`src/hdl/bsa_pkg.sv`:
```
// ----------------------------------------------------------------------------
// bsa_pkg
// Shared constants, types and helpers for the bitmap slot allocator.
// ----------------------------------------------------------------------------
package bsa_pkg;

    localparam int NUM_SLOTS = 8192;
    localparam int WORD_BITS = 32;
    localparam int MAP_WORDS = NUM_SLOTS / WORD_BITS;
    localparam int BIT_W     = $clog2(WORD_BITS);
    localparam int IDX_W     = (MAP_WORDS > 1) ? $clog2(MAP_WORDS) : 1;
    localparam int SLOT_W    = 13;

    typedef logic [WORD_BITS-1:0] word_t;
    typedef logic [IDX_W-1:0]     idx_t;
    typedef logic [BIT_W-1:0]     bitpos_t;
    typedef logic [SLOT_W-1:0]    slot_t;

    typedef enum logic {
        OP_ALLOC   = 1'b0,
        OP_RELEASE = 1'b1
    } opcode_t;

    typedef enum logic {
        ST_OK   = 1'b0,
        ST_FULL = 1'b1
    } status_t;

    // RAM access issued by the controller
    typedef struct packed {
        logic  rd_en;
        idx_t  rd_addr;
        logic  wr_en;
        idx_t  wr_addr;
        word_t wr_data;
    } ram_req_t;

    // Finished result handed to the output register
    typedef struct packed {
        slot_t   slot;
        status_t status;
    } result_t;

    // Priority encoder: position of the lowest clear bit
    function automatic bitpos_t lowest_clear(input word_t w);
        bitpos_t pos;
        pos = '0;
        for (int i = WORD_BITS - 1; i >= 0; i--)
        begin
            if (!w[i])
            begin
                pos = bitpos_t'(i);
            end
        end
        return pos;
    endfunction

    // word index * WORD_BITS + bit, kept to the slot width
    function automatic slot_t make_slot(input idx_t idx, input bitpos_t pos);
        logic [31:0] tmp;
        tmp = 32'(idx) * 32'(WORD_BITS) + 32'(pos);
        return tmp[SLOT_W-1:0];
    endfunction

endpackage

```
`src/hdl/bsa_req_if.sv`:
```
// ----------------------------------------------------------------------------
// bsa_req_if
// Request channel: valid/ready with opcode and slot to release.
// ----------------------------------------------------------------------------
interface bsa_req_if;
    logic                 valid;
    logic                 ready;
    logic                 opcode;
    bsa_pkg::slot_t       release_slot;

    modport source (output valid, output opcode, output release_slot, input ready);
    modport sink   (input valid, input opcode, input release_slot, output ready);
endinterface

```
`src/hdl/bsa_ctrl.sv`:
```
// ----------------------------------------------------------------------------
// bsa_ctrl
// Scan / read-modify-write sequencer over the bitmap RAM.
// ----------------------------------------------------------------------------
module bsa_ctrl (
    input  logic               clk,
    input  logic               rst_n,
    bsa_req_if.sink            req,
    output bsa_pkg::ram_req_t  ram_req,
    input  bsa_pkg::word_t     ram_rd_data,
    output bsa_pkg::result_t   res,
    output logic               res_valid,
    input  logic               res_ready
);

    typedef enum logic [3:0] {
        S_IDLE = 4'b0001,
        S_SCAN = 4'b0010,
        S_REL  = 4'b0100,
        S_DONE = 4'b1000
    } state_t;

    state_t                     state_reg, state_next;
    bsa_pkg::idx_t              scan_idx_reg, scan_idx_next;
    bsa_pkg::idx_t              rel_idx_reg, rel_idx_next;
    bsa_pkg::bitpos_t           rel_bit_reg, rel_bit_next;
    logic                       rel_ok_reg, rel_ok_next;
    bsa_pkg::result_t           res_reg, res_next;
    logic [bsa_pkg::MAP_WORDS-1:0] valid_reg;
    logic                       rd_valid_reg;

    bsa_pkg::word_t             word_q;
    bsa_pkg::bitpos_t           free_pos;
    logic                       word_free;
    logic                       last_word;
    logic [31:0]                rel_word;

    // words never written read as all free
    assign word_q    = rd_valid_reg ? ram_rd_data : '0;
    assign word_free = (word_q != '1);
    assign free_pos  = bsa_pkg::lowest_clear(word_q);
    assign last_word = (scan_idx_reg == bsa_pkg::IDX_W'(bsa_pkg::MAP_WORDS - 1));
    assign rel_word  = 32'(req.release_slot >> bsa_pkg::BIT_W);

    assign req.ready = (state_reg == S_IDLE);
    assign res       = res_reg;
    assign res_valid = (state_reg == S_DONE);

    always_comb
    begin
        state_next    = state_reg;
        scan_idx_next = scan_idx_reg;
        rel_idx_next  = rel_idx_reg;
        rel_bit_next  = rel_bit_reg;
        rel_ok_next   = rel_ok_reg;
        res_next      = res_reg;
        ram_req       = '0;
        case (state_reg)
            S_IDLE:
            begin
                if (req.valid)
                begin
                    if (req.opcode == bsa_pkg::OP_ALLOC)
                    begin
                        scan_idx_next   = '0;
                        ram_req.rd_en   = 1'b1;
                        ram_req.rd_addr = '0;
                        state_next      = S_SCAN;
                    end
                    else
                    begin
                        rel_idx_next    = rel_word[bsa_pkg::IDX_W-1:0];
                        rel_bit_next    = req.release_slot[bsa_pkg::BIT_W-1:0];
                        rel_ok_next     = (rel_word < 32'(bsa_pkg::MAP_WORDS));
                        res_next.slot   = req.release_slot;
                        res_next.status = bsa_pkg::ST_OK;
                        ram_req.rd_en   = 1'b1;
                        ram_req.rd_addr = rel_word[bsa_pkg::IDX_W-1:0];
                        state_next      = S_REL;
                    end
                end
            end
            S_SCAN:
            begin
                if (word_free)
                begin
                    // w | (w + 1) sets the lowest clear bit
                    ram_req.wr_en   = 1'b1;
                    ram_req.wr_addr = scan_idx_reg;
                    ram_req.wr_data = word_q | (word_q + bsa_pkg::word_t'(1));
                    res_next.slot   = bsa_pkg::make_slot(scan_idx_reg, free_pos);
                    res_next.status = bsa_pkg::ST_OK;
                    state_next      = S_DONE;
                end
                else if (last_word)
                begin
                    res_next.slot   = '0;
                    res_next.status = bsa_pkg::ST_FULL;
                    state_next      = S_DONE;
                end
                else
                begin
                    scan_idx_next   = scan_idx_reg + bsa_pkg::idx_t'(1);
                    ram_req.rd_en   = 1'b1;
                    ram_req.rd_addr = scan_idx_reg + bsa_pkg::idx_t'(1);
                end
            end
            S_REL:
            begin
                if (rel_ok_reg)
                begin
                    ram_req.wr_en   = 1'b1;
                    ram_req.wr_addr = rel_idx_reg;
                    ram_req.wr_data = word_q & ~(bsa_pkg::word_t'(1) << rel_bit_reg);
                end
                state_next = S_DONE;
            end
            S_DONE:
            begin
                if (res_ready)
                begin
                    state_next = S_IDLE;
                end
            end
            default:
            begin
                state_next = S_IDLE;
            end
        endcase
    end

    always_ff @(posedge clk or negedge rst_n)
    begin
        if (!rst_n)
        begin
            state_reg    <= S_IDLE;
            valid_reg    <= '0;
            rd_valid_reg <= 1'b0;
        end
        else
        begin
            state_reg <= state_next;
            if (ram_req.wr_en)
            begin
                valid_reg[ram_req.wr_addr] <= 1'b1;
            end
            if (ram_req.rd_en)
            begin
                rd_valid_reg <= valid_reg[ram_req.rd_addr];
            end
        end
    end

    always_ff @(posedge clk)
    begin
        scan_idx_reg <= scan_idx_next;
        rel_idx_reg  <= rel_idx_next;
        rel_bit_reg  <= rel_bit_next;
        rel_ok_reg   <= rel_ok_next;
        res_reg      <= res_next;
    end

    // RAM is written only while an access is being resolved
    a_wr_state: assert property (@(posedge clk) disable iff (!rst_n)
        ram_req.wr_en |-> (state_reg == S_SCAN || state_reg == S_REL))
        else $error("bitmap write outside scan/release");

    // a new request always starts work in the following cycle
    a_accept_busy: assert property (@(posedge clk) disable iff (!rst_n)
        (req.valid && req.ready) |=> (state_reg == S_SCAN || state_reg == S_REL))
        else $error("accepted request did not start");

    // a full map reports slot zero
    a_full_slot: assert property (@(posedge clk) disable iff (!rst_n)
        (res_valid && res.status == bsa_pkg::ST_FULL) |-> (res.slot == '0))
        else $error("full status with non-zero slot");

    // scan advances by exactly one word past a full word
    a_scan_step: assert property (@(posedge clk) disable iff (!rst_n)
        (state_reg == S_SCAN && !word_free && !last_word)
        |=> (state_reg == S_SCAN && scan_idx_reg == $past(scan_idx_reg) + 1'b1))
        else $error("scan index skipped");

endmodule

```
`src/flat_wrapper.sv`:
```
// flat-port wrapper written by rule: the top's interface ports become plain ports
module bsa_ctrl_flat 
  (clk, rst_n, ram_req, ram_rd_data, res, res_valid, res_ready, req_valid, req_opcode, req_release_slot, req_ready);
  bsa_req_if req_i ();
  input  logic clk;
  input  logic rst_n;
  output bsa_pkg::ram_req_t ram_req;
  input  bsa_pkg::word_t ram_rd_data;
  output bsa_pkg::result_t res;
  output logic res_valid;
  input  logic res_ready;
  input wire logic [$bits(req_i.valid)-1:0] req_valid;
  input wire logic [$bits(req_i.opcode)-1:0] req_opcode;
  input wire logic [$bits(req_i.release_slot)-1:0] req_release_slot;
  output wire logic [$bits(req_i.ready)-1:0] req_ready;
  assign req_i.valid = req_valid;
  assign req_i.opcode = req_opcode;
  assign req_i.release_slot = req_release_slot;
  assign req_ready = req_i.ready;
  bsa_ctrl u_core (.clk(clk), .rst_n(rst_n), .req(req_i), .ram_req(ram_req), .ram_rd_data(ram_rd_data), .res(res), .res_valid(res_valid), .res_ready(res_ready));
endmodule
```
`config.mk`:
```
export PLATFORM = sky130hd
export DESIGN_NAME = bsa_ctrl_flat
export DESIGN_NICKNAME = d
export VERILOG_FILES = /design/src/hdl/bsa_pkg.sv /design/src/hdl/bsa_req_if.sv /design/src/hdl/bsa_ctrl.sv /design/src/flat_wrapper.sv
export SDC_FILE = /design/constraint.sdc
export NUM_CORES = 1
export LEC_CHECK = 0
export BUFFER_PORTS_ARGS = -buffer_cell sky130_fd_sc_hd__clkbuf_2
export CORE_ASPECT_RATIO = 0.5
export CORE_MARGIN = 8
export CORE_UTILIZATION = 55
export DETAILED_ROUTE_END_ITERATION = 8
export GPL_TIMING_DRIVEN = 0
export PLACE_DENSITY = 0.7
export SETUP_SLACK_MARGIN = 0.05
export SYNTH_ARGS = -nofsm -noshare
export SYNTH_HDL_FRONTEND = slang
export SYNTH_SLANG_ARGS = --single-unit
```
`constraint.sdc`:
```
create_clock -name clk -period 4.2 [get_ports clk]
set_input_delay 0.21 -clock clk [delete_from_list [all_inputs] [get_ports clk]]
set_output_delay 0.21 -clock clk [all_outputs]
set_load 0.1 [all_outputs]
```
After elaboration in Yosys (flattened, before gate mapping)
Cells that the tools add are included.

Bits in registers: 297. Bits of input ports: 50. Output and inout port bits: 66. Word-level logic and storage cells: 101.

Equality and inequality tests: 13. Bitwise operators: 4. Shift operators: 1. Magnitude comparators: 4. Mux-type cells: 61. Reductions and logical operators: 6. Add/sub/neg operators: 3.

Operators by type and width (count): 256-bit bitwise OR (1); 5-bit two-way mux (32); 41-bit two-way mux (2); 41-bit case mux with 2 select lines (1); 14-bit two-way mux (4); 8-bit two-way mux (5); 32-bit by 1-bit adder with 32-bit output (second input constant) (1); 32-bit bitwise AND (1); 32-bit two-way mux (1); 32-bit inequality test (second input constant) (1); 32-bit inverter (1); 32-bit bitwise OR (1); 1-bit by 5-bit << shifter with 32-bit output (first input constant) (1); 14-bit case mux with 2 select lines (1); 8-bit by 9-bit < comparator with 1-bit output (second input constant) (3); 9-bit two-way mux (3); 9-bit case mux with 2 select lines (1); 4-bit two-way mux (4); 4-bit case mux with 4 select lines (1); 8-bit case mux with 2 select lines (1); 13-bit by 5-bit adder with 13-bit output (1); 2-bit inequality test (second input constant) (5); 8-bit by 1-bit adder with 8-bit output (second input constant) (1); 1-bit binary-select mux with 8-bit select (1); other kinds (16) (18).

Longest topological paths before layout
Depth in word-level cells: 36. Gate-level depth with buffers: 17. Mapped depth without buffers: 13.

Least setup slack after synthesis
No wires, ideal clock.

Path kind: register to output. Start: register u_core.rd_valid_reg. End: output ram_req[30] (netlist bit). Data required time: 3990 ps. Setup slack: -469 ps. Buffers on the path: 1. Cell stages (with the launch flop): 11. Arrival: 4459 ps. Cell sequence: dfrtp_1 > buf_4 > and3_1 > nand2_1 > nor2_1 > nand3_1 > or4_1 > or2_2 > nor2_1 > a31oi_1 > nor3b_1.

RTL lines: start, declared (RTL line bsa_ctrl.sv:30) `logic rd_valid_reg;`; start signal, assigned (RTL line bsa_ctrl.sv:149) `rd_valid_reg <= valid_reg[ram_req.rd_addr];`; end, declared (RTL line flat_wrapper.sv:7) `output bsa_pkg::ram_req_t ram_req;`.

Worst setup path after layout
Start: register u_core.rd_valid_reg. End: register u_core.rd_valid_reg.

Cells in the longest elaborated chain, start to end: 6.

RTL lines: 32-bit two-way mux (*) (RTL line bsa_ctrl.sv:39) `assign word_q = rd_valid_reg ? ram_rd_data : '0;`; 32-bit inequality test (*) (RTL line bsa_ctrl.sv:40) `assign word_free = (word_q != '1);`; 9-bit two-way mux (*) (RTL line bsa_ctrl.sv:85) `if (word_free)`; 9-bit case mux with 2 select lines (*) (RTL line bsa_ctrl.sv:58) `case (state_reg)`; 1-bit binary-select mux with 8-bit select (RTL line bsa_ctrl.sv:149); 1-bit two-way mux (not written as such) (RTL line bsa_ctrl.sv:149).

Mark *: on every way between the ends. The rest lies on a longest branch, timed or not. The select of a mux whose other input is x is not followed. A chain may end at the register's enable or synchronous reset.

==> flow_summary_export.csv <==
group,metric,value,unit
run_status,outcome,"finished clean",
route,viasPerCell,6.56,
setup_path,crit_start,"u_core.rd_valid_reg",
place,pre_cts_ws,-0.345,ns
setup_path,r2r_start,"u_core.rd_valid_reg",
power_and_ir_drop,peakVddDrop,0.000338,V
logic_synthesis,synth_top_area_frac,0.448,
finish,syn2layout_area_growth,16.7,%
timing,tns,0,ns
die,fp.dieArea,32200,um^2
logic_synthesis,synth_nets,1465,
global_routing,grt_max_degree,121,
die,die_w,246,um
logic_synthesis,syn_area,14500,um^2
place,dp.cells,1881,
setup_path,critPathLaunchType,"register",
die,initial_utilization,0.554,
route,first_pass_iters,6,
finish,nets,1631,
route,ant_nets,0,
clocking,cts_tree,"done",
global_routing,grt_usage,0.311,
logic_synthesis,yosys_warnings,0,
logic_synthesis,synth_edf_count,35,
route,drtIter0Drc,1584,
timing,hold_violations,0,
global_routing,antenna_found_initial,0,
route,drcViolationCount,0,
global_routing,grt_overflow,0,
clocking,clock_path_buffers,3,
logic_synthesis,ys_ff_latch,296,
timing,hold_ws,0.114,ns
timing,final_max_slew_viol_count,0,
power_and_ir_drop,power_leakage,10.0,nW
logic_synthesis,yosys-top-cells-area,"dfrtp_1 (45%), a21o_1 (13%), edfxtp_1 (7.2%)",
finish,layout.cells.non_filler,1953,
clocking,clock_sinks,296,
place,gp_congestion,0.957,
place,port_buffers,113,
logic_synthesis,yosysTopAreaCell,"dfrtp_1",
finish,final_cell_mix,"dfrtp_1 (259), a21o_1 (257), nand2_1 (203)",
clocking,cts-root-buf,"clkbuf_16",
finish,insertedDiodeCount,0,
die,die_h,131,um
timing,final.min_clock_period,4.12,ns
die,rows,42,
route,vias,12800,
setup_path,worst-setup-path-type,"register to register",
place,placed_cell_area,15700,um^2
place,place_hpwl,34700,um
setup_path,path_max_fanout,10,
finish,utilization,0.647,
clocking,h-tree-depth,1,
setup_path,r2r_cells,12,
route,wirelength,49800,um
power_and_ir_drop,powerDensity,519,nW/um^2
finish,n_fill_cell,2097,
global_routing,grt_first_pass_wirelength,77000,um
logic_synthesis,syn_inst,1414,
logic_synthesis,async_flop_share,0.882,
logic_synthesis,yosysSeqAreaShare,0.522,
timing,fmax,243,MHz
timing,rsz0062_at_grt,"true",
timing,skew,0.0167,ns
logic_synthesis,synthFlopType,"dfrtp_1",
clocking,cts_made_buffers,27,
finish,stdcell_area,17000,um^2
die,io_pins,116,
global_routing,grt_pass1_vias,12900,
timing,period_share,0.980,
clocking,worstSkewPairLatency,0.58,ns
finish,largest_register_ffs,256,
power_and_ir_drop,p_total,8.81,mW
route,wire_per_inst,25.5,um
hold_path,hold_class,"input pin to async pin",
logic_synthesis,syn_avg_cell_area,10.3,um^2
job,drv_cap,0,
die,coreArea,26200,um^2
logic_synthesis,synth_cell_types,79,
timing,setup_viol,0,
setup_path,arrival,4.56,ns
timing,slew_headroom,0.207,
finish,mostFrequentLayoutCell,"dfrtp_1",
finish,layout-drive-gt1-share,0.181,
clocking,clkSlewWorstSetupHoldPaths,0.07,ns
timing,fin_ws,0.0830,ns
setup_path,timing.critical_path.to_type,"register",
timing,worst-slew-pin-transition,1.18,ns
setup_path,required,4.64,ns
worst max-delay path, stage by stage (launching register included):
cell and delay (ns):
dfrtp_2 0.49, and3_1 0.25, and4_4 0.23, and4_1 0.21, buf_2 0.19, a22oi_2 0.57, clkbuf_1 0.66, mux2i_1 0.32
mux2i_1 0.10, o211ai_1 0.28, o211a_1 0.27, o32ai_2 0.10, a211oi_2 0.30
per-layer routing:
layer	wire, um	part of all wire	up-vias	global-route usage
met1	20500	0.41	6434	0.424
li1	-	-	5475	-
met5	0	0	-	0
met4	1550	0.031	0	0.0950
met3	5710	0.11	114	0.0735
met2	22000	0.44	790	0.495
final cells by class:
type / instances / area (um^2) / area share
flip-flops and latches: 296 / 7580 / 0.447
multi-input cells: 997 / 6440 / 0.380
repair buffers: 137 / 871 / 0.0513
clock buffers: 41 / 828 / 0.0488
plain buffers: 93 / 546 / 0.0322
well taps: 352 / 440 / 0.0260
clock inverters: 9 / 141 / 0.00833
inverters: 28 / 111 / 0.00656
what timing repair did:
item,CTS,global route
hold endpoints to repair,91,0
buffers inserted,2,1
pin swaps,1,0
hold buffers,19,0
setup endpoints to repair,29,16
resized for setup,19,16
cells by family (layout without fill, tap and decap cells):
logic type,count (synthesis),in the layout,synth area share
AO/OA/AOI/OAI,493,493,0.245
XOR/XNOR,6,6,0.00362
adder cells (fa/ha/maj),1,1,0.000861
buffers and inverters,121,308,0.0441
flip-flops,296,296,0.522
multiplexers,56,56,0.0387
AND/OR/NAND/NOR,441,441,0.146
report_power, final:
| group | internal (mW) | total [mW] | switching [mW] | leakage [nW] |
|---|---|---|---|---|
| combinational | 0.627 | 2.78 | 2.15 | 5.60 |
| sequential | 3.16 | 3.35 | 0.192 | 3.95 |
| clock | 1.55 | 2.68 | 1.13 | 0.478 |
| total | 5.34 | 8.81 | 3.47 | 10.0 |
worst paths after layout:
| kind | slack (ns) | to |
|---|---|---|
| worst max-delay path | 0.08 | u_core.rd_valid_reg |
| worst min-delay path | 0.11 | u_core.valid_reg[33] |
| worst max register to register | 0.08 | u_core.rd_valid_reg |
| worst min register to register | 0.45 | u_core.valid_reg[98] |
| max in group asynchronous | 2.70 | u_core.valid_reg[238] |
| min in group clk | 0.16 | u_core.res[1] |
Yosys cell counts (all sizes together), types with 3 or more instances:
library cell  count
nor2b             4
o21ai            27
a41oi             4
mux2i            54
o211ai            8
dfrtp           260
a22oi            20
and4              8
xor2              4
clkbuf           23
and3             13
nand2           205
nor3b             9
a21oi            62
a31oi            24
a32oi             8
a311oi            4
nor4             16
a21o            257
nor3             14
nor4b             3
o211a             5
o22ai            16
o311ai            3
a21boi            6
inv              27
nor2             79
a221oi            8
or2               3
and2              6
edfxtp           35
nand3            55
nand3b            5
a211o             4
or4               3
o221ai            6
buf              70
nand4            10
a211oi           11
or3               3
a22o              9
Note: power is estimated with default switching activity, not from simulation.
